<file path="src/hw/rtl/fajd_pkg.sv">
// Package: shared types, constants and register indexes of the feeder advance block
`timescale 1ns / 1ps

package fajd_pkg;

    // Field widths
    localparam int LEVER_W  = 11;
    localparam int ENC_W    = 13;
    localparam int SPEED_W  = 16;
    localparam int ANGLE_W  = 32;
    localparam int SHOT_W   = 16;
    localparam int TURN_W   = 24;
    localparam int ARM_W    = 6;
    localparam int TICK_W   = 7;
    localparam int STEP_W   = 18;
    localparam int LAG_W    = 20;
    localparam int STALL_W  = 15;
    localparam int CFG_IDX_W  = 2;
    localparam int CFG_DATA_W = 20;

    // Default encoder resolution
    localparam int COUNTS_PER_TURN_DEF = 8192;

    // Lever codes and arm counter values
    localparam logic [LEVER_W-1:0] PRELOAD_LOW  = 11'd450;
    localparam logic [LEVER_W-1:0] PRELOAD_HIGH = 11'd650;
    localparam logic [LEVER_W-1:0] FIRE_LEVER   = 11'd660;
    localparam logic [ARM_W-1:0]   ARM_PRELOAD  = 6'd38;
    localparam logic [ARM_W-1:0]   ARM_FIRE     = 6'd40;

    // Stall watch timing
    localparam logic [TICK_W-1:0] WATCH_TICKS = 7'd80;
    localparam logic [TICK_W-1:0] JAM_TICKS   = 7'd79;

    // Configuration register indexes
    localparam logic [CFG_IDX_W-1:0] CFG_STEP_ANGLE    = 2'd0;
    localparam logic [CFG_IDX_W-1:0] CFG_LAG_THRESHOLD = 2'd1;
    localparam logic [CFG_IDX_W-1:0] CFG_STALL_SPEED   = 2'd2;

    // Configuration register reset values
    localparam logic [STEP_W-1:0]  STEP_ANGLE_RST    = 18'd36864;
    localparam logic [LAG_W-1:0]   LAG_THRESHOLD_RST = 20'd10000;
    localparam logic [STALL_W-1:0] STALL_SPEED_RST   = 15'd1300;

    typedef struct packed {
        logic [STEP_W-1:0]  step_angle;
        logic [LAG_W-1:0]   lag_threshold;
        logic [STALL_W-1:0] stall_speed;
    } t_cfg;

    typedef struct packed {
        logic jam;
        logic watch;
    } t_shot_status;

endpackage

</file>
<file path="src/hw/rtl/fajd_cfg_regs.sv">
// Configuration registers: step angle, lag threshold and stall speed
`timescale 1ns / 1ps

module fajd_cfg_regs
    import fajd_pkg::*;
(
    input  logic                  i_clk,
    input  logic                  i_rst_n,
    input  logic                  i_cfg_valid,
    input  logic [CFG_IDX_W-1:0]  i_cfg_index,
    input  logic [CFG_DATA_W-1:0] i_cfg_data,
    output t_cfg                  o_cfg
);

    t_cfg r_cfg;
    t_cfg n_cfg;

    // Decode the register index of a write transfer
    always_comb begin
        n_cfg = r_cfg;
        if (i_cfg_valid) begin
            case (i_cfg_index)
                CFG_STEP_ANGLE:    n_cfg.step_angle    = i_cfg_data[STEP_W-1:0];
                CFG_LAG_THRESHOLD: n_cfg.lag_threshold = i_cfg_data[LAG_W-1:0];
                CFG_STALL_SPEED:   n_cfg.stall_speed   = i_cfg_data[STALL_W-1:0];
                default:           n_cfg = r_cfg;
            endcase
        end
    end

    always_ff @(posedge i_clk) begin
        if (!i_rst_n) begin
            r_cfg.step_angle    <= STEP_ANGLE_RST;
            r_cfg.lag_threshold <= LAG_THRESHOLD_RST;
            r_cfg.stall_speed   <= STALL_SPEED_RST;
        end else begin
            r_cfg <= n_cfg;
        end
    end

    assign o_cfg = r_cfg;

endmodule

</file>
<file path="src/hw/rtl/fajd_shot_ctrl.sv">
// Shot control: arm counter, target angle, shot count and post-shot stall watch
`timescale 1ns / 1ps

module fajd_shot_ctrl
    import fajd_pkg::*;
(
    input  logic                       i_clk,
    input  logic                       i_rst_n,
    input  logic                       i_step,
    input  t_cfg                       i_cfg,
    input  logic [LEVER_W-1:0]         i_lever,
    input  logic signed [SPEED_W-1:0]  i_speed,
    input  logic signed [ANGLE_W-1:0]  i_total_prev,
    output logic signed [ANGLE_W-1:0]  o_goal_next,
    output logic [SHOT_W-1:0]          o_shots_next,
    output t_shot_status               o_status
);

    logic [ARM_W-1:0]          r_arm, n_arm;
    logic signed [ANGLE_W-1:0] r_goal, n_goal;
    logic [SHOT_W-1:0]         r_shots, n_shots;
    logic                      r_watch, n_watch;
    logic [TICK_W-1:0]         r_stall, n_stall;
    logic [TICK_W-1:0]         r_window, n_window;
    logic signed [SPEED_W-1:0] r_speed;

    logic [ARM_W:0]            arm_inc;
    logic                      fire;
    logic signed [ANGLE_W-1:0] goal_shot;
    logic signed [ANGLE_W+1:0] lag;
    logic                      lagging;
    logic                      slow;
    logic                      jam;

    // Arm counter: preload band, count up on fire lever, fire at the top
    always_comb begin
        n_arm   = r_arm;
        arm_inc = '0;
        if (i_lever inside {[PRELOAD_LOW + 11'd1 : PRELOAD_HIGH - 11'd1]}) begin
            n_arm = ARM_PRELOAD;
        end
        if (i_lever == FIRE_LEVER) begin
            arm_inc = {1'b0, n_arm} + 7'd1;
            if (arm_inc > {1'b0, ARM_FIRE}) begin
                n_arm = ARM_FIRE;
            end else begin
                n_arm = arm_inc[ARM_W-1:0];
            end
        end
        fire = (n_arm == ARM_FIRE);
        if (fire) begin
            n_arm = '0;
        end
    end

    // Advance the goal and the shot count on a shot
    assign goal_shot = fire ? r_goal + $signed({{(ANGLE_W-STEP_W){1'b0}}, i_cfg.step_angle})
                            : r_goal;
    assign n_shots   = fire ? r_shots + 16'd1 : r_shots;

    // Exact lag test: goal minus previous total above the threshold
    assign lag     = {{2{goal_shot[ANGLE_W-1]}}, goal_shot}
                   - {{2{i_total_prev[ANGLE_W-1]}}, i_total_prev};
    assign lagging = lag > $signed({{(ANGLE_W+2-LAG_W){1'b0}}, i_cfg.lag_threshold});
    assign slow    = $signed({r_speed[SPEED_W-1], r_speed})
                   < $signed({2'b00, i_cfg.stall_speed});

    // Stall watch: count ticks and stall ticks, close after the window
    always_comb begin
        n_watch  = r_watch | fire;
        n_stall  = r_stall;
        n_window = r_window;
        jam      = 1'b0;
        if (n_watch) begin
            if (lagging && slow) begin
                n_stall = r_stall + 7'd1;
            end
            n_window = r_window + 7'd1;
            if (n_window >= WATCH_TICKS) begin
                n_window = '0;
                n_stall  = '0;
                n_watch  = 1'b0;
            end
            jam = (n_stall >= JAM_TICKS);
        end
    end

    // Drop the goal to zero on a jam
    assign n_goal = jam ? '0 : goal_shot;

    always_ff @(posedge i_clk) begin
        if (!i_rst_n) begin
            r_arm    <= '0;
            r_goal   <= '0;
            r_shots  <= '0;
            r_watch  <= 1'b0;
            r_stall  <= '0;
            r_window <= '0;
            r_speed  <= '0;
        end else if (i_step) begin
            r_arm    <= n_arm;
            r_goal   <= n_goal;
            r_shots  <= n_shots;
            r_watch  <= n_watch;
            r_stall  <= n_stall;
            r_window <= n_window;
            r_speed  <= i_speed;
        end
    end

    assign o_goal_next    = n_goal;
    assign o_shots_next   = n_shots;
    assign o_status.jam   = jam;
    assign o_status.watch = n_watch;

endmodule

</file>
<file path="src/hw/rtl/fajd_unwrap.sv">
// Encoder unwrap: turn count and multi-turn total angle from single-turn readings
`timescale 1ns / 1ps

module fajd_unwrap
    import fajd_pkg::*;
#(
    parameter int COUNTS_PER_TURN = COUNTS_PER_TURN_DEF
) (
    input  logic                      i_clk,
    input  logic                      i_rst_n,
    input  logic                      i_step,
    input  logic [ENC_W-1:0]          i_angle,
    input  logic                      i_jam,
    output logic signed [ANGLE_W-1:0] o_total_prev,
    output logic signed [ANGLE_W-1:0] o_total_next
);

    localparam int DELTA_W = 18;
    localparam logic signed [DELTA_W-1:0] HALF_TURN_TEST =
        DELTA_W'(COUNTS_PER_TURN / 2 - 4);
    localparam logic signed [ANGLE_W-1:0] TURN_COUNTS = ANGLE_W'(COUNTS_PER_TURN);

    logic [TURN_W-1:0]         r_turn, n_turn;
    logic [ENC_W-1:0]          r_prev;
    logic signed [ANGLE_W-1:0] r_total;
    logic signed [DELTA_W-1:0] delta;
    logic signed [ANGLE_W-1:0] turn_ext;
    logic signed [ANGLE_W-1:0] turn_base;
    logic signed [ANGLE_W-1:0] total_calc;

    // Half-turn test against the previous reading
    assign delta = $signed({{(DELTA_W-ENC_W){1'b0}}, i_angle})
                 - $signed({{(DELTA_W-ENC_W){1'b0}}, r_prev});

    always_comb begin
        n_turn = r_turn;
        if (delta < -HALF_TURN_TEST) begin
            n_turn = r_turn + 24'd1;
        end
        if (delta > HALF_TURN_TEST) begin
            n_turn = r_turn - 24'd1;
        end
    end

    // Scale turns to counts and add the single-turn reading
    assign turn_ext   = {{(ANGLE_W-TURN_W){n_turn[TURN_W-1]}}, n_turn};
    assign turn_base  = ANGLE_W'(turn_ext * TURN_COUNTS);
    assign total_calc = turn_base + $signed({{(ANGLE_W-ENC_W){1'b0}}, i_angle});

    assign o_total_next = i_jam ? '0 : total_calc;
    assign o_total_prev = r_total;

    always_ff @(posedge i_clk) begin
        if (!i_rst_n) begin
            r_turn  <= '0;
            r_prev  <= '0;
            r_total <= '0;
        end else if (i_step) begin
            r_turn  <= n_turn;
            r_prev  <= i_angle;
            r_total <= o_total_next;
        end
    end

endmodule

</file>
<file path="src/hw/rtl/feeder_advance_and_jam_detect.sv">
// Top level: input register, shot and unwrap update, result register
`timescale 1ns / 1ps

// Feeder advance and jam detect. Each transfer on the input channel is one
// control tick (lever, encoder reading, speed) and yields exactly one result
// transfer (target angle, total angle, shot count, jam flag, watch flag).
// The block takes one tick per clock cycle while the output side is ready; a
// tick is registered on entry in the input register, then the shot/stall-watch
// update and the encoder unwrap (one constant multiply and one add) run
// combinationally into the result register, from which the result is driven;
// the new state is registered alongside. Configuration writes are taken in any
// cycle and must only be issued while no tick is in flight.
module feeder_advance_and_jam_detect
    import fajd_pkg::*;
#(
    parameter int COUNTS_PER_TURN = COUNTS_PER_TURN_DEF
) (
    input  logic                      i_clk,
    input  logic                      i_rst_n,
    input  logic                      i_cfg_valid,
    output logic                      o_cfg_ready,
    input  logic [CFG_IDX_W-1:0]      i_cfg_index,
    input  logic [CFG_DATA_W-1:0]     i_cfg_data,
    input  logic                      i_in_valid,
    output logic                      o_in_ready,
    input  logic [LEVER_W-1:0]        i_remote_lever,
    input  logic [ENC_W-1:0]          i_encoder_angle,
    input  logic signed [SPEED_W-1:0] i_feeder_speed,
    output logic                      o_out_valid,
    input  logic                      i_out_ready,
    output logic signed [ANGLE_W-1:0] o_target_angle,
    output logic signed [ANGLE_W-1:0] o_total_angle,
    output logic [SHOT_W-1:0]         o_shot_count,
    output logic                      o_jam_detected,
    output logic                      o_watch_active
);

    t_cfg                      cfg;
    t_shot_status              status;
    logic                      step;
    logic                      in_take;
    logic                      r_in_valid;
    logic [LEVER_W-1:0]        r_lever;
    logic [ENC_W-1:0]          r_angle;
    logic signed [SPEED_W-1:0] r_speed;
    logic                      r_out_valid;
    logic signed [ANGLE_W-1:0] r_target, r_total;
    logic [SHOT_W-1:0]         r_shots;
    logic                      r_jam, r_watch;
    logic signed [ANGLE_W-1:0] goal_next, total_next, total_prev;
    logic [SHOT_W-1:0]         shots_next;

    assign o_cfg_ready = 1'b1;

    fajd_cfg_regs u_cfg_regs (
        .i_clk       (i_clk),
        .i_rst_n     (i_rst_n),
        .i_cfg_valid (i_cfg_valid),
        .i_cfg_index (i_cfg_index),
        .i_cfg_data  (i_cfg_data),
        .o_cfg       (cfg)
    );

    // Handshake: process the held tick when the result register is free
    assign step       = r_in_valid && (!r_out_valid || i_out_ready);
    assign o_in_ready = !r_in_valid || step;
    assign in_take    = i_in_valid && o_in_ready;

    // Input register
    always_ff @(posedge i_clk) begin
        if (!i_rst_n) begin
            r_in_valid <= 1'b0;
        end else if (in_take) begin
            r_in_valid <= 1'b1;
        end else if (step) begin
            r_in_valid <= 1'b0;
        end
    end

    always_ff @(posedge i_clk) begin
        if (in_take) begin
            r_lever <= i_remote_lever;
            r_angle <= i_encoder_angle;
            r_speed <= i_feeder_speed;
        end
    end

    fajd_shot_ctrl u_shot_ctrl (
        .i_clk        (i_clk),
        .i_rst_n      (i_rst_n),
        .i_step       (step),
        .i_cfg        (cfg),
        .i_lever      (r_lever),
        .i_speed      (r_speed),
        .i_total_prev (total_prev),
        .o_goal_next  (goal_next),
        .o_shots_next (shots_next),
        .o_status     (status)
    );

    fajd_unwrap #(
        .COUNTS_PER_TURN (COUNTS_PER_TURN)
    ) u_unwrap (
        .i_clk        (i_clk),
        .i_rst_n      (i_rst_n),
        .i_step       (step),
        .i_angle      (r_angle),
        .i_jam        (status.jam),
        .o_total_prev (total_prev),
        .o_total_next (total_next)
    );

    // Result register
    always_ff @(posedge i_clk) begin
        if (!i_rst_n) begin
            r_out_valid <= 1'b0;
        end else if (step) begin
            r_out_valid <= 1'b1;
        end else if (i_out_ready) begin
            r_out_valid <= 1'b0;
        end
    end

    always_ff @(posedge i_clk) begin
        if (step) begin
            r_target <= goal_next;
            r_total  <= total_next;
            r_shots  <= shots_next;
            r_jam    <= status.jam;
            r_watch  <= status.watch;
        end
    end

    assign o_out_valid    = r_out_valid;
    assign o_target_angle = r_target;
    assign o_total_angle  = r_total;
    assign o_shot_count   = r_shots;
    assign o_jam_detected = r_jam;
    assign o_watch_active = r_watch;

`ifndef SYNTHESIS
    // A jam leaves the watch open
    a_jam_in_watch: assert property (@(posedge i_clk) disable iff (!i_rst_n)
        (o_out_valid && o_jam_detected) |-> o_watch_active)
        else $error("jam reported with the stall watch closed");

    // A jam zeroes both angles
    a_jam_zero: assert property (@(posedge i_clk) disable iff (!i_rst_n)
        (o_out_valid && o_jam_detected) |-> (o_target_angle == 0 && o_total_angle == 0))
        else $error("jam reported with nonzero angles");

    // Input side stalls only behind a stalled result
    a_in_stall: assert property (@(posedge i_clk) disable iff (!i_rst_n)
        !o_in_ready |-> (o_out_valid && !i_out_ready))
        else $error("input stalled while the result register can drain");
`endif

endmodule
</file>
<file path="config.mk">
export PLATFORM = sky130hd
export DESIGN_NAME = feeder_advance_and_jam_detect
export DESIGN_NICKNAME = d
export VERILOG_FILES = /design/src/hw/rtl/fajd_pkg.sv /design/src/hw/rtl/fajd_cfg_regs.sv /design/src/hw/rtl/fajd_shot_ctrl.sv /design/src/hw/rtl/fajd_unwrap.sv /design/src/hw/rtl/feeder_advance_and_jam_detect.sv
export SDC_FILE = /design/constraint.sdc
export NUM_CORES = 1
export LEC_CHECK = 0
export BUFFER_PORTS_ARGS = -buffer_cell sky130_fd_sc_hd__buf_2
export CAP_MARGIN = 15
export CELL_PAD_IN_SITES_DETAIL_PLACEMENT = 0
export CELL_PAD_IN_SITES_GLOBAL_PLACEMENT = 1
export CORE_MARGIN = 4
export CORE_UTILIZATION = 46
export CTS_BUF_LIST = sky130_fd_sc_hd__clkbuf_16
export DETAILED_ROUTE_END_ITERATION = 8
export PLACE_DENSITY_LB_ADDON = 0.12
export SYNTH_ARGS = -nofsm -noshare
export SYNTH_HDL_FRONTEND = slang
export SYNTH_SLANG_ARGS = --single-unit
</file>
<file path="constraint.sdc">
create_clock -name i_clk -period 9 [get_ports i_clk]
set_input_delay 0.45 -clock i_clk [delete_from_list [all_inputs] [get_ports i_clk]]
set_output_delay 0.45 -clock i_clk [all_outputs]
set_load 0.005 [all_outputs]
</file>
==> Implementation_results.wiki, run 1 <==
{| class="wikitable"
! Metric !! Value
|-
| Highest clock frequency the design can meet || 118.6 MHz
|-
| Core Region || 0.03865 mm^2
|-
| Clock input transition at the sequential cells of the worst setup and hold paths || 0.06 ns
|-
| Effective utilization at floorplan || 0.4651
|-
| Final setup viols || 0
|-
| Portion of synthesized cell area occupied by the leading cell type || 0.2272
|-
| Antenna violations before repair || 1
|-
| Clock sinks || 326
|-
| Average via count per standard cell || 5.466
|-
| Final worst slack || 0.5701 ns
|-
| Number of levels in the clock H-tree || 2
|-
| DRC violation count after routing || 0
|-
| Most used DFF post-synth || dfxtp_1
|-
| Arrival @ worst endpoint || 8.87 ns
|-
| Max stage delay cell, worst path || fa_1
|-
| Syn Inst Count || 2,051
|-
| Fraction of the yosys area taken by sequential cells || 0.4310
|-
| GR Util All Layers || 0.2216
|-
| Number of hold-slack violations in the final timing report || 0
|-
| Row cnt || 72
|-
| Power per cell area || 187.1 mW/mm^2
|-
| Final critical-path share of the clock period || 0.9367
|-
| Cell at the root of the clock tree || clkbuf_16
|-
| Leakage Power || 0.008475 uW
|-
| Number of enable flip-flop cells after synthesis || 122
|-
| WL per Instance || 17.72 um
|-
| Crit path capture type || flip-flop
|-
| Signed area change from the synthesized netlist to the final layout || 14.44%
|-
| Clock latency on the worst-skew pair || 0.56 ns
|-
| Category of the worst setup path launch point || flip-flop
|-
| Dominant cells by area after synthesis || dfxtp_1, edfxtp_1, ha_1
|-
| Minimum setup slack after placement || 0.03232 ns
|-
| Post-layout power || 3850 uW
|-
| Area used by sequential logic in the layout || 0.007747 mm^2
|-
| Horizontal die dimension || 205.7 um
|-
| Final net count || 2,330
|-
| HPWL after DPL || 34.11 mm
|-
| N_diodes || 0
|-
| IR drop worst, VDD || 130.6 uV
|-
| Final Routed Wirelength || 47.90 mm
|-
| Global route overflow || 0
|-
| Most Frequent Cell on Critical Path || a21oi_1
|-
| Remaining antenna violation count || 0
|-
| Floorplan die area || 0.04230 mm^2
|-
| Worst stage delay on the critical path || 0.43 ns
|-
| Minimum clock period || 8.430 ns
|-
| Final Max Tran Viols || 0
|-
| Critical path peak fanout || 38
|-
| Combined area of the multi-input logic cells || 0.009413 mm^2
|-
| Number of primary I/O pins || 152
|-
| Vias in the first global route || 13,640
|-
| Setup slack of the worst register-to-register path || 0.57 ns
|-
| Max Clock Skew || 0.01782 ns
|-
| Total clock buffers created by CTS || 38
|-
| Amount of wire on met3 after detailed routing || 2.457 mm
|-
| FFs w/ async S/R, synth || 0
|-
| Most frequent cells after synthesis || nand2_1, dfxtp_1, a21oi_1
|-
| CP required || 9.44 ns
|-
| Number of inserted filler cells in the final layout || 3,651
|-
| Number of port buffers || 150
|-
| Number of register bits inferred by synthesis || 326
|-
| Highest metal layer with signal wires || met5
|-
| Area leader, netlist || dfxtp_1
|-
| Count of synthesis-stage warnings from yosys || 0
|-
| Synthesized netlist net count || 2,225
|-
| Slew HR || 0.2937
|-
| Clock tree from TritonCTS || done
|-
| Last weighted congestion value of the routability-driven placer || 0.8810
|-
| Netlist area before placement || 0.01797 mm^2
|-
| Result of the run || finished, final reports clean
|-
| Number of different library cells in the post-synthesis netlist || 88
|-
| CTS hold repair buffers || 0
|-
| Transition at the pin with the smallest max-transition slack || 1.059 ns
|-
| First-pass iteration count of the detailed router || 5
|-
| Met2 wire length || 21.35 mm
|-
| Path type of the worst setup path || reg2reg
|-
| Iteration-0 DRC count of the detailed router || 1,065
|-
| Min-delay worst type || in2reg
|-
| First-pass GRT wire length || 74.89 mm
|-
| Syn Area/Cell || 8.763 um^2
|-
| Count of maximum capacitance violations || 0
|-
| Routed metal-1 wire length || 23.27 mm
|-
| Die Span Y || 205.7 um
|-
| Pin count of the biggest net entering global routing || 89
|-
| Cell with the most instances after synthesis || nand2_1
|-
| Fraction of layout cells with a size suffix above 1 || 0.1395
|-
| Total number of vias || 14,780
|-
| Post-route setup TNS || 0 ns
|-
| Maximum clock path buffer count || 3
|}
==> layer usage <==
metal | GRT usage | vias up
met3 | 0.03625 | 51
met2 | 0.3420 | 336
met5 | 0 | -
li1 | - | 7466
met4 | 0.05144 | 2
met1 | 0.3268 | 6926
==> critical path: cells and delay by family (launching register included) <==
kind            cells  cell delay [ns]
xor+xnor            1             0.14
compound gates     19             4.15
mux                 1             0.25
flops               1             0.40
simple gates        8             1.65
fa+ha+maj           4             1.18
buf+inv             3             0.47
==> state kept, by name, indices dropped and copies added, names as in the netlist, 16 cells and up <==
signal,flops
u_shot_ctrl.r_speed,16
u_shot_ctrl.r_goal,32
u_unwrap.r_turn,19
o_target_angle,32
u_cfg_regs.o_cfg,53
u_unwrap.o_total_prev,32
r_speed,16
u_shot_ctrl.r_shots,16
o_shot_count,16
o_total_angle,32
==> path summary, 6_finish.rpt <==
| check | depth (start not counted) | start | endpoint |
|---|---|---|---|
| worst max register to register | 36 | r_lever[2] | u_unwrap.o_total_prev[31] |
| worst max-delay path | 36 | r_lever[2] | u_unwrap.o_total_prev[31] |
| worst min-delay path | 1 | i_feeder_speed[7] | r_speed[7] |
| worst min register to register | 2 | u_shot_ctrl.r_speed[0] | u_shot_ctrl.r_speed[0] |
==> placed cells by master, fill, tap and decap left out, types with 18 or more instances in the layout <==
cell type  count
nand2_1      262
dfxtp_1      204
a21oi_1      180
nor2_1       178
buf_2        150
inv_1        135
edfxtp_1     122
ha_1         104
nand3_1       88
o21ai_0       66
xor2_1        66
xnor2_1       61
nor3_1        41
clkbuf_16     39
a21o_1        31
or3_1         31
o31ai_1       31
nor2b_1       29
nand4_1       25
a31o_2        24
and3_1        20
buf_4         18
==> power breakdown <==
| group | internal, uW | switching [uW] | total [uW] |
|---|---|---|---|
| registers | 1600 | 36.7 | 1640 |
| logic | 234 | 379 | 613 |
| clock network | 966 | 630 | 1600 |
==> stage by stage <==
stage | hold slack [ns] | util | std cells | cell area (um^2)
6_report | 0.07070 | 0.5322 | 2704 | 20570
3_5_place_dp | 0.4470 | 0.4938 | 2624 | 19080
4_1_cts | 0.03926 | 0.5284 | 2697 | 20420
5_1_grt | 0.04862 | 0.5322 | 2704 | 20570
2_1_floorplan | 0.4312 | - | 2051 | 17970
3_3_place_gp | 0.4422 | 0.4938 | 2624 | 19080
==> cell type report <==
type / count / area share
clock inverters: 31 / 0.01551
repair buffers: 173 / 0.04665
multi-input cells: 1484 / 0.4576
well taps: 518 / 0.03151
flip-flops and latches: 326 / 0.3766
clock buffers: 39 / 0.04745
inverters: 133 / 0.02464
==> timing repair <==
item                       4_1_cts  5_1_grt
setup endpoints to repair       14      129
gates cloned                     1        1
pin swaps                        0        2
gates resized for setup          3       19
setup buffers                    2        5
==> kinds of logic (layout without fill, tap and decap cells) <==
| family | count (synthesis) | after routing | share of synthesized area |
|---|---|---|---|
| XOR/XNOR | 127 | 127 | 0.06189 |
| buffers and inverters | 243 | 376 | 0.05277 |
| adder cells (fa/ha/maj) | 107 | 107 | 0.07574 |
| other | 1 | 1 | 0.0002086 |
| flip-flops | 326 | 326 | 0.4310 |
| multiplexers | 9 | 9 | 0.005082 |
| AND/OR/NAND/NOR | 761 | 761 | 0.2022 |
| AO/OA/AOI/OAI | 477 | 479 | 0.1711 |
Note: power is estimated with default switching activity, not from simulation.
==> inputs of run 2 (changes only) <==
--- a/config.mk
+++ b/config.mk
@@ -5,12 +5,13 @@
 export SDC_FILE = /design/constraint.sdc
 export NUM_CORES = 1
 export LEC_CHECK = 0
+export ABC_AREA = 1
 export BUFFER_PORTS_ARGS = -buffer_cell sky130_fd_sc_hd__buf_2
 export CAP_MARGIN = 15
 export CELL_PAD_IN_SITES_DETAIL_PLACEMENT = 0
 export CELL_PAD_IN_SITES_GLOBAL_PLACEMENT = 1
 export CORE_MARGIN = 4
-export CORE_UTILIZATION = 46
+export CORE_UTILIZATION = 45
 export CTS_BUF_LIST = sky130_fd_sc_hd__clkbuf_16
 export DETAILED_ROUTE_END_ITERATION = 8
 export PLACE_DENSITY_LB_ADDON = 0.12
==> run 2 against run 1 <==
Critical path depth grew 17. Clock skew rose by 0.0015 ns. Die area grew 13%. Register-to-register slack gained 0.37 ns. Synthesized cell count rose by 31%. Routed wire length up 20%. Sequential share of layout area fell by 3.3 points. Clock power increased by 3%. Utilization is 2.2 points lower. Worst setup slack gained 0.37 ns. Critical path type unchanged.
==> Implementation_results.wiki, run 2 <==
{| class="wikitable"
! Metric !! Value
|-
| Path type of the worst setup path || reg2reg
|-
| Count of synthesis-stage warnings from yosys || 0 (unchanged)
|-
| Dominant cells by area after synthesis || dfxtp_1, edfxtp_1, nand2_1
|-
| Min-delay worst type || in2reg
|-
| R2r startpoint || r_lever[5]
|-
| Transition at the pin with the smallest max-transition slack || 1.146 ns (+0.08697 ns)
|-
| Last weighted congestion value of the routability-driven placer || 0.9549 (+8.4%)
|-
| Syn Area/Cell || 7.479 um^2 (-15%)
|-
| Synthesized netlist net count || 2,854 (+28%)
|-
| Number of different library cells in the post-synthesis netlist || 57 (-35%)
|-
| Highest metal layer with signal wires || met4
|-
| Number of primary I/O pins || 152 (unchanged)
|-
| Power per cell area || 196.6 mW/mm^2 (+5.0%)
|-
| Clock sinks || 326 (unchanged)
|-
| Vias in the first global route || 16,310 (+20%)
|-
| Unrepaired setup endpoints after global routing || no
|-
| Post-layout power || 4426 uW (+15%)
|-
| Horizontal die dimension || 219.1 um (+6.5%)
|-
| Total setup buffers inserted after CTS || 0 (-2)
|-
| Slew HR || 0.2357 (-0.05798)
|-
| Average via count per standard cell || 5.108 (-6.6%)
|-
| Routed metal-1 wire length || 28.66 mm (+23%)
|-
| Number of register bits inferred by synthesis || 326 (unchanged)
|-
| Final Routed Wirelength || 57.72 mm (+20%)
|-
| Amount of wire on met3 after detailed routing || 2.347 mm (-4.5%)
|-
| Pin count of the biggest net entering global routing || 117 (+31%)
|-
| Met2 wire length || 25.27 mm (+18%)
|-
| Fraction of the yosys area taken by sequential cells || 0.3865 (-0.04453)
|-
| Result of the run || finished, final reports clean
|-
| Most frequent standard cell in the layout excluding fill and tap cells || nand2_1
|-
| Portion of synthesized cell area occupied by the leading cell type || 0.2037 (-0.02347)
|-
| Number of hold-slack violations in the final timing report || 0 (unchanged)
|-
| Iteration-0 DRC count of the detailed router || 1,194 (+12%)
|-
| Signed area change from the synthesized netlist to the final layout || 12.33%
|-
| Critical path peak fanout || 54 (+42%)
|-
| Effective utilization at floorplan || 0.4543 (-0.01081)
|-
| Cell at the root of the clock tree || clkbuf_16
|-
| Count of maximum capacitance violations || 0 (unchanged)
|-
| Global route overflow || 0 (unchanged)
|-
| Top library cells by usage in the layout, fill and taps aside || nand2_1, inv_1, o21ai_0
|-
| Total number of vias || 17,390 (+18%)
|-
| Most frequent cells after synthesis || nand2_1, inv_1, o21ai_0
|-
| Leakage Power || 0.01052 uW (+24%)
|-
| Core Region || 0.04412 mm^2 (+14%)
|-
| Final critical-path share of the clock period || 0.8951 (-0.04158)
|-
| Row cnt || 77 (+6.9%)
|-
| Maximum clock path buffer count || 3 (unchanged)
|-
| CTS hold repair buffers || 0 (unchanged)
|-
| GR Util All Layers || 0.2375 (+0.01585)
|-
| IR drop worst, VDD || 196.5 uV (+50%)
|-
| Placed Cells incl. Taps || 3,333 (+27%)
|-
| Number of levels in the clock H-tree || 2 (unchanged)
|-
| Start point of the worst hold path || i_encoder_angle[0]
|-
| FFs w/ async S/R, synth || 0 (unchanged)
|-
| Remaining antenna violation count || 0 (unchanged)
|-
| CP required || 9.32 ns (-0.12 ns)
|-
| Most used DFF post-synth || dfxtp_1
|-
| Number of port buffers || 150 (unchanged)
|-
| Clock input transition at the sequential cells of the worst setup and hold paths || 0.06 ns (about the same)
|-
| Highest clock frequency the design can meet || 124.1 MHz (+4.6%)
|-
| Netlist area before placement || 0.02004 mm^2 (+12%)
|-
| Number of non-filler instances in the completed layout || 3,405 (+26%)
|-
| Cell with the most instances after synthesis || nand2_1
|-
| Arrival @ worst endpoint || 8.38 ns (-0.49 ns)
|-
| Die Span Y || 219.1 um (+6.5%)
|-
| Max Clock Skew || 0.01930 ns (+0.001475 ns)
|-
| First element of the critical path || r_lever[5]
|-
| Clock latency on the worst-skew pair || 0.57 ns (about the same)
|-
| Final setup viols || 0 (unchanged)
|-
| DRC violation count after routing || 0 (unchanged)
|-
| Fraction of layout cells with a size suffix above 1 || 0.1497 (+0.01014)
|-
| N_diodes || 0 (unchanged)
|-
| Post-route setup TNS || 0 ns (unchanged)
|-
| Worst stage delay on the critical path || 0.44 ns (about the same)
|-
| First-pass iteration count of the detailed router || 6 (+1)
|-
| Number of inserted filler cells in the final layout || 4,443 (+22%)
|-
| End-of-flow core utilization || 0.5103 (-0.02195)
|-
| Number of enable flip-flop cells after synthesis || 122 (unchanged)
|-
| First-pass GRT wire length || 90.16 mm (+20%)
|-
| Floorplan die area || 0.04798 mm^2 (+13%)
|-
| Antenna violations before repair || 0 (-1)
|-
| Final Max Tran Viols || 0 (unchanged)
|-
| Area leader, netlist || dfxtp_1
|-
| Minimum clock period || 8.056 ns (-0.3742 ns)
|-
| Category of the worst setup path launch point || flip-flop
|-
| Syn Inst Count || 2,680 (+31%)
|-
| Max reg flops || 53 (unchanged)
|-
| Total clock buffers created by CTS || 39 (+2.6%)
|-
| Clock tree from TritonCTS || done
|-
| Crit path capture type || flip-flop
|-
| HPWL after DPL || 43.51 mm (+28%)
|-
| Max stage delay cell, worst path || buf_4
|-
| WL per Instance || 16.95 um (-4.3%)
|-
| Most Frequent Cell on Critical Path || nand2_1
|-
| Final net count || 2,956 (+27%)
|}
-- run 2: critical path, delay by kind of cell (launching register included) --
kind,cells,cell delay [ns]
and+or+nand+nor,40,4.50
xor gates and xnor gates,1,0.16
DFF,1,0.42
buffers and inverters,5,0.93
adders and majority gates,3,0.92
AOI/OAI and AO/OA,4,0.82
-- run 2: final timing paths --
kind / endpoint / slack (ns) / depth (start not counted)
min reg2reg: u_unwrap.r_prev[8] / 0.46 / 2
max: o_target_angle[18] / 0.94 / 53
max reg2reg: o_target_angle[18] / 0.94 / 53
min: r_angle[0] / 0.05 / 1
-- run 2: metal layers --
metal / up-vias / GRT usage
met4: 0 / 0.06151
met3: 83 / 0.03572
met1: 8035 / 0.3438
met5: - / 0
li1: 8914 / -
met2: 360 / 0.3726
-- run 2: per-stage QoR --
step	area, um^2	setup slack [ns]	hold WS [ns]
2_1_floorplan	20040	2.933	0.4244
3_3_place_gp	21150	0.7822	0.4443
3_5_place_dp	21150	0.6167	0.4519
4_1_cts	22500	0.5829	0.01341
5_1_grt	22520	0.02182	0.01898
6_report	22520	0.9443	0.05474
-- run 2: kinds of logic after synthesis --
group	count (synthesis)	share of synthesized area
compound gates	531	0.1484
xor+xnor	109	0.04763
fa+ha+maj	107	0.06792
buf+inv	522	0.1040
flops	326	0.3865
other cells	1	0.0001871
simple gates	1084	0.2453
-- run 2: what timing repair did --
item / CTS / global route
hold endpoints to repair: 0 / 0
gates resized for setup: 0 / 5
setup endpoints to repair: 0 / 101
-- run 2: power by group --
part           total, uW  switching (uW)  internal, uW  leakage (uW)
Combinational       1080             717           361       0.00700
Clock               1650             656           993      0.000676
Sequential          1700            63.7          1640       0.00285
-- run 2: area by class of cell --
type / count / area, um^2 / share of cell area
clock inverter: 30 / 297.8 / 0.01323
clock buffer: 42 / 1051 / 0.04668
inverter: 421 / 1590 / 0.07063
sequential: 326 / 7747 / 0.3441
timing repair buffer: 162 / 847.1 / 0.03762
multi-input combinational: 1832 / 10240 / 0.4549
tap: 592 / 740.7 / 0.03290
==> inputs of run 3 (changes only) <==
--- a/config.mk
+++ b/config.mk
@@ -15,6 +15,7 @@
 export CTS_BUF_LIST = sky130_fd_sc_hd__clkbuf_16
 export DETAILED_ROUTE_END_ITERATION = 8
 export PLACE_DENSITY_LB_ADDON = 0.12
+export SLEW_MARGIN = 20
 export SYNTH_ARGS = -nofsm -noshare
 export SYNTH_HDL_FRONTEND = slang
 export SYNTH_SLANG_ARGS = --single-unit
==> constraint.sdc (replaced) <==
create_clock -name i_clk -period 9 [get_ports i_clk]
set_input_delay 0 -clock i_clk [delete_from_list [all_inputs] [get_ports i_clk]]
set_output_delay 0 -clock i_clk [all_outputs]
set_load 0.005 [all_outputs]
==> run 3 against run 2 <==
Global-route usage is 0.68 points higher. Utilization rose by 1.8 points. Power up 0.74%. First-iteration DRC count increased by 6.4%. Count of clock-buffer cells in the layout unchanged. Worst setup slack lost 0.018 ns. Worst hold slack improved by 0.092 ns. Sequential share of layout area down 1.2 points.
==> Implementation_results.wiki, run 3 (same netlist as run 2, synthesis figures left out) <==
{| class="wikitable"
! Metric !! Value
|-
| CP required || 9.32 ns (about the same)
|-
| Average via count per standard cell || 5.115 (+0.14%)
|-
| Pin count of the biggest net entering global routing || 117 (unchanged)
|-
| Number of primary I/O pins || 152 (unchanged)
|-
| Post-route setup TNS || 0 ns (unchanged)
|-
| Row cnt || 77 (unchanged)
|-
| Power per cell area || 191.4 mW/mm^2 (-2.7%)
|-
| Bufs and invs on worst path || 5 (unchanged)
|-
| Global route overflow || 0 (unchanged)
|-
| Clock input transition at the sequential cells of the worst setup and hold paths || 0.06 ns (about the same)
|-
| Unrepaired setup endpoints after global routing || no
|-
| CP top delay family || simple AND/OR/NAND/NOR gates
|-
| Effective utilization at floorplan || 0.4543 (unchanged)
|-
| Crit path capture type || flip-flop
|-
| Transition at the pin with the smallest max-transition slack || 0.9143 ns (-0.2321 ns)
|-
| Clock tree from TritonCTS || done
|-
| Setup slack of the worst register-to-register path || 0.93 ns (-0.02 ns)
|-
| Number of levels in the clock H-tree || 2 (unchanged)
|-
| Fraction of layout cells with a size suffix above 1 || 0.1456 (-0.004038)
|-
| Final setup viols || 0 (unchanged)
|-
| WL per Instance || 17.07 um (+0.71%)
|-
| Antenna violations before repair || 0 (unchanged)
|-
| Final Routed Wirelength || 59.46 mm (+3.0%)
|-
| DRC violation count after routing || 0 (unchanged)
|-
| Count of maximum capacitance violations || 0 (unchanged)
|-
| Max Clock Skew || 0.01856 ns (-0.0007386 ns)
|-
| Category of the worst setup path launch point || flip-flop
|-
| Minimum setup slack after placement || 0.6167 ns (unchanged)
|-
| Max reg flops || 53 (unchanged)
|-
| Number of inserted filler cells in the final layout || 4,345 (-2.2%)
|-
| R2r startpoint || r_lever[5]
|-
| Maximum clock path buffer count || 3 (unchanged)
|-
| Instance count along the most critical hold path || 2 (+1)
|-
| HPWL after DPL || 43.51 mm (unchanged)
|-
| Final net count || 3,034 (+2.6%)
|-
| Cell at the root of the clock tree || clkbuf_16
|-
| Hold endpoint || r_angle[9]
|-
| Most Frequent Cell on Critical Path || nand2_1
|-
| Clock latency on the worst-skew pair || 0.57 ns (about the same)
|-
| Remaining antenna violation count || 0 (unchanged)
|-
| First-pass iteration count of the detailed router || 7 (+1)
|-
| Number of port buffers || 150 (unchanged)
|-
| Start point of the worst hold path || i_encoder_angle[9]
|-
| Total setup buffers inserted after CTS || 0 (unchanged)
|-
| Final worst slack || 0.9262 ns (-0.01815 ns)
|-
| Signed area change from the synthesized netlist to the final layout || 16.25%
|-
| Critical path peak fanout || 54 (unchanged)
|-
| Path type of the worst setup path || reg2reg
|-
| Placed inst area || 0.02115 mm^2 (unchanged)
|-
| Leakage Power || 0.01083 uW (+2.9%)
|-
| Final Max Tran Viols || 0 (unchanged)
|-
| First-pass GRT wire length || 92.87 mm (+3.0%)
|-
| WHS || 0.1472 ns (+0.09250 ns)
|-
| Arrival @ worst endpoint || 8.39 ns (about the same)
|-
| Minimum clock period || 8.074 ns (+0.01815 ns)
|-
| Last weighted congestion value of the routability-driven placer || 0.9549 (unchanged)
|-
| N_diodes || 0 (unchanged)
|-
| Min-delay worst type || in2reg
|-
| GR Util All Layers || 0.2443 (+0.006817)
|-
| IR drop worst, VDD || 182.7 uV (-7.0%)
|-
| End-of-flow core utilization || 0.5281 (+0.01781)
|-
| Result of the run || finished, final reports clean
|-
| Die Span Y || 219.1 um (unchanged)
|-
| Clock sinks || 326 (unchanged)
|-
| Max stage delay cell, worst path || o21ai_1
|-
| Worst flop-to-flop path endpoint || o_target_angle[18]
|-
| Worst stage delay on the critical path || 0.43 ns (about the same)
|-
| Final critical-path share of the clock period || 0.8971 (+0.002017)
|-
| Number of hold-slack violations in the final timing report || 0 (unchanged)
|-
| Top library cells by usage in the layout, fill and taps aside || nand2_1, inv_1, o21ai_0
|-
| Total number of vias || 17,820 (+2.4%)
|-
| Highest clock frequency the design can meet || 123.9 MHz (-0.22%)
|-
| Total clock buffers created by CTS || 39 (unchanged)
|-
| Slew HR || 0.3905 (+0.1548)
|-
| Final cell area excluding filler cells || 0.02330 mm^2 (+3.5%)
|-
| Iteration-0 DRC count of the detailed router || 1,271 (+6.4%)
|-
| Horizontal die dimension || 219.1 um (unchanged)
|-
| Floorplan die area || 0.04798 mm^2 (unchanged)
|-
| Vias in the first global route || 16,870 (+3.5%)
|-
| Most frequent standard cell in the layout excluding fill and tap cells || nand2_1
|-
| Core Region || 0.04412 mm^2 (unchanged)
|-
| Worst reg-to-reg path cell count || 51 (-3.8%)
|}
==> run 3: cell count changes in the layout (fill, tap and decap cells not counted), sizes merged <==
cell         before  now
dlygate4sd3       0   78
clkinv           17   18
inv             427  426
==> run 3: worst max-delay path by stage <==
| stage | startpoint | to | slack (ns) | depth (start not counted) |
|---|---|---|---|---|
| global placement | r_lever[5] | o_jam_detected | 0.78 | 49 |
| global route | r_lever[5] | o_target_angle[16] | 0.03 | 52 |
| finish | r_lever[5] | o_target_angle[18] | 0.93 | 51 |
| CTS | r_lever[5] | o_jam_detected | 0.58 | 50 |
| detailed placement | r_lever[5] | o_jam_detected | 0.62 | 50 |
| floorplan | r_lever[5] | o_total_angle[1] | 2.93 | 57 |
==> run 3: layout make-up <==
cell class / count / area (um^2) / share of cell area
Tap cell: 592 / 740.7 / 0.03179
Clock inverter: 30 / 297.8 / 0.01278
Multi-Input combinational cell: 1832 / 10240 / 0.4395
Sequential cell: 326 / 7747 / 0.3325
Inverter: 421 / 1592 / 0.06830
Timing Repair Buffer: 240 / 1632 / 0.07002
Clock buffer: 42 / 1051 / 0.04510
==> run 3: repair_timing <==
item,4_1_cts,5_1_grt
endpoints found under the hold margin,97,0
endpoints found under the setup margin,0,101
resized for setup,0,5
hold buffers,78,0
==> run 3: metal layers <==
metal  wire (um)  global-route usage  share of wire  vias up
met2       26380              0.3885           0.44      419
met3        2551             0.03849          0.043       95
met1       29010              0.3474           0.49     8242
met4        1518             0.06509          0.026        0
li1            -                   -              -     9059
met5           0                   0              0        -
==> run 3: power by group <==
| group | total (uW) | internal [uW] | switching, uW |
|---|---|---|---|
| Combinational | 1110 | 382 | 724 |
| Sequential | 1700 | 1640 | 63.9 |
| Clock | 1650 | 993 | 661 |
==> run 3: metrics by stage <==
stage,total power [uW],std cells
after floorplan,2493,2680
final,4459,3483
after CTS,4499,3483
after detailed placement,2801,3333
after global routing,4720,3483
after global placement,2796,3333
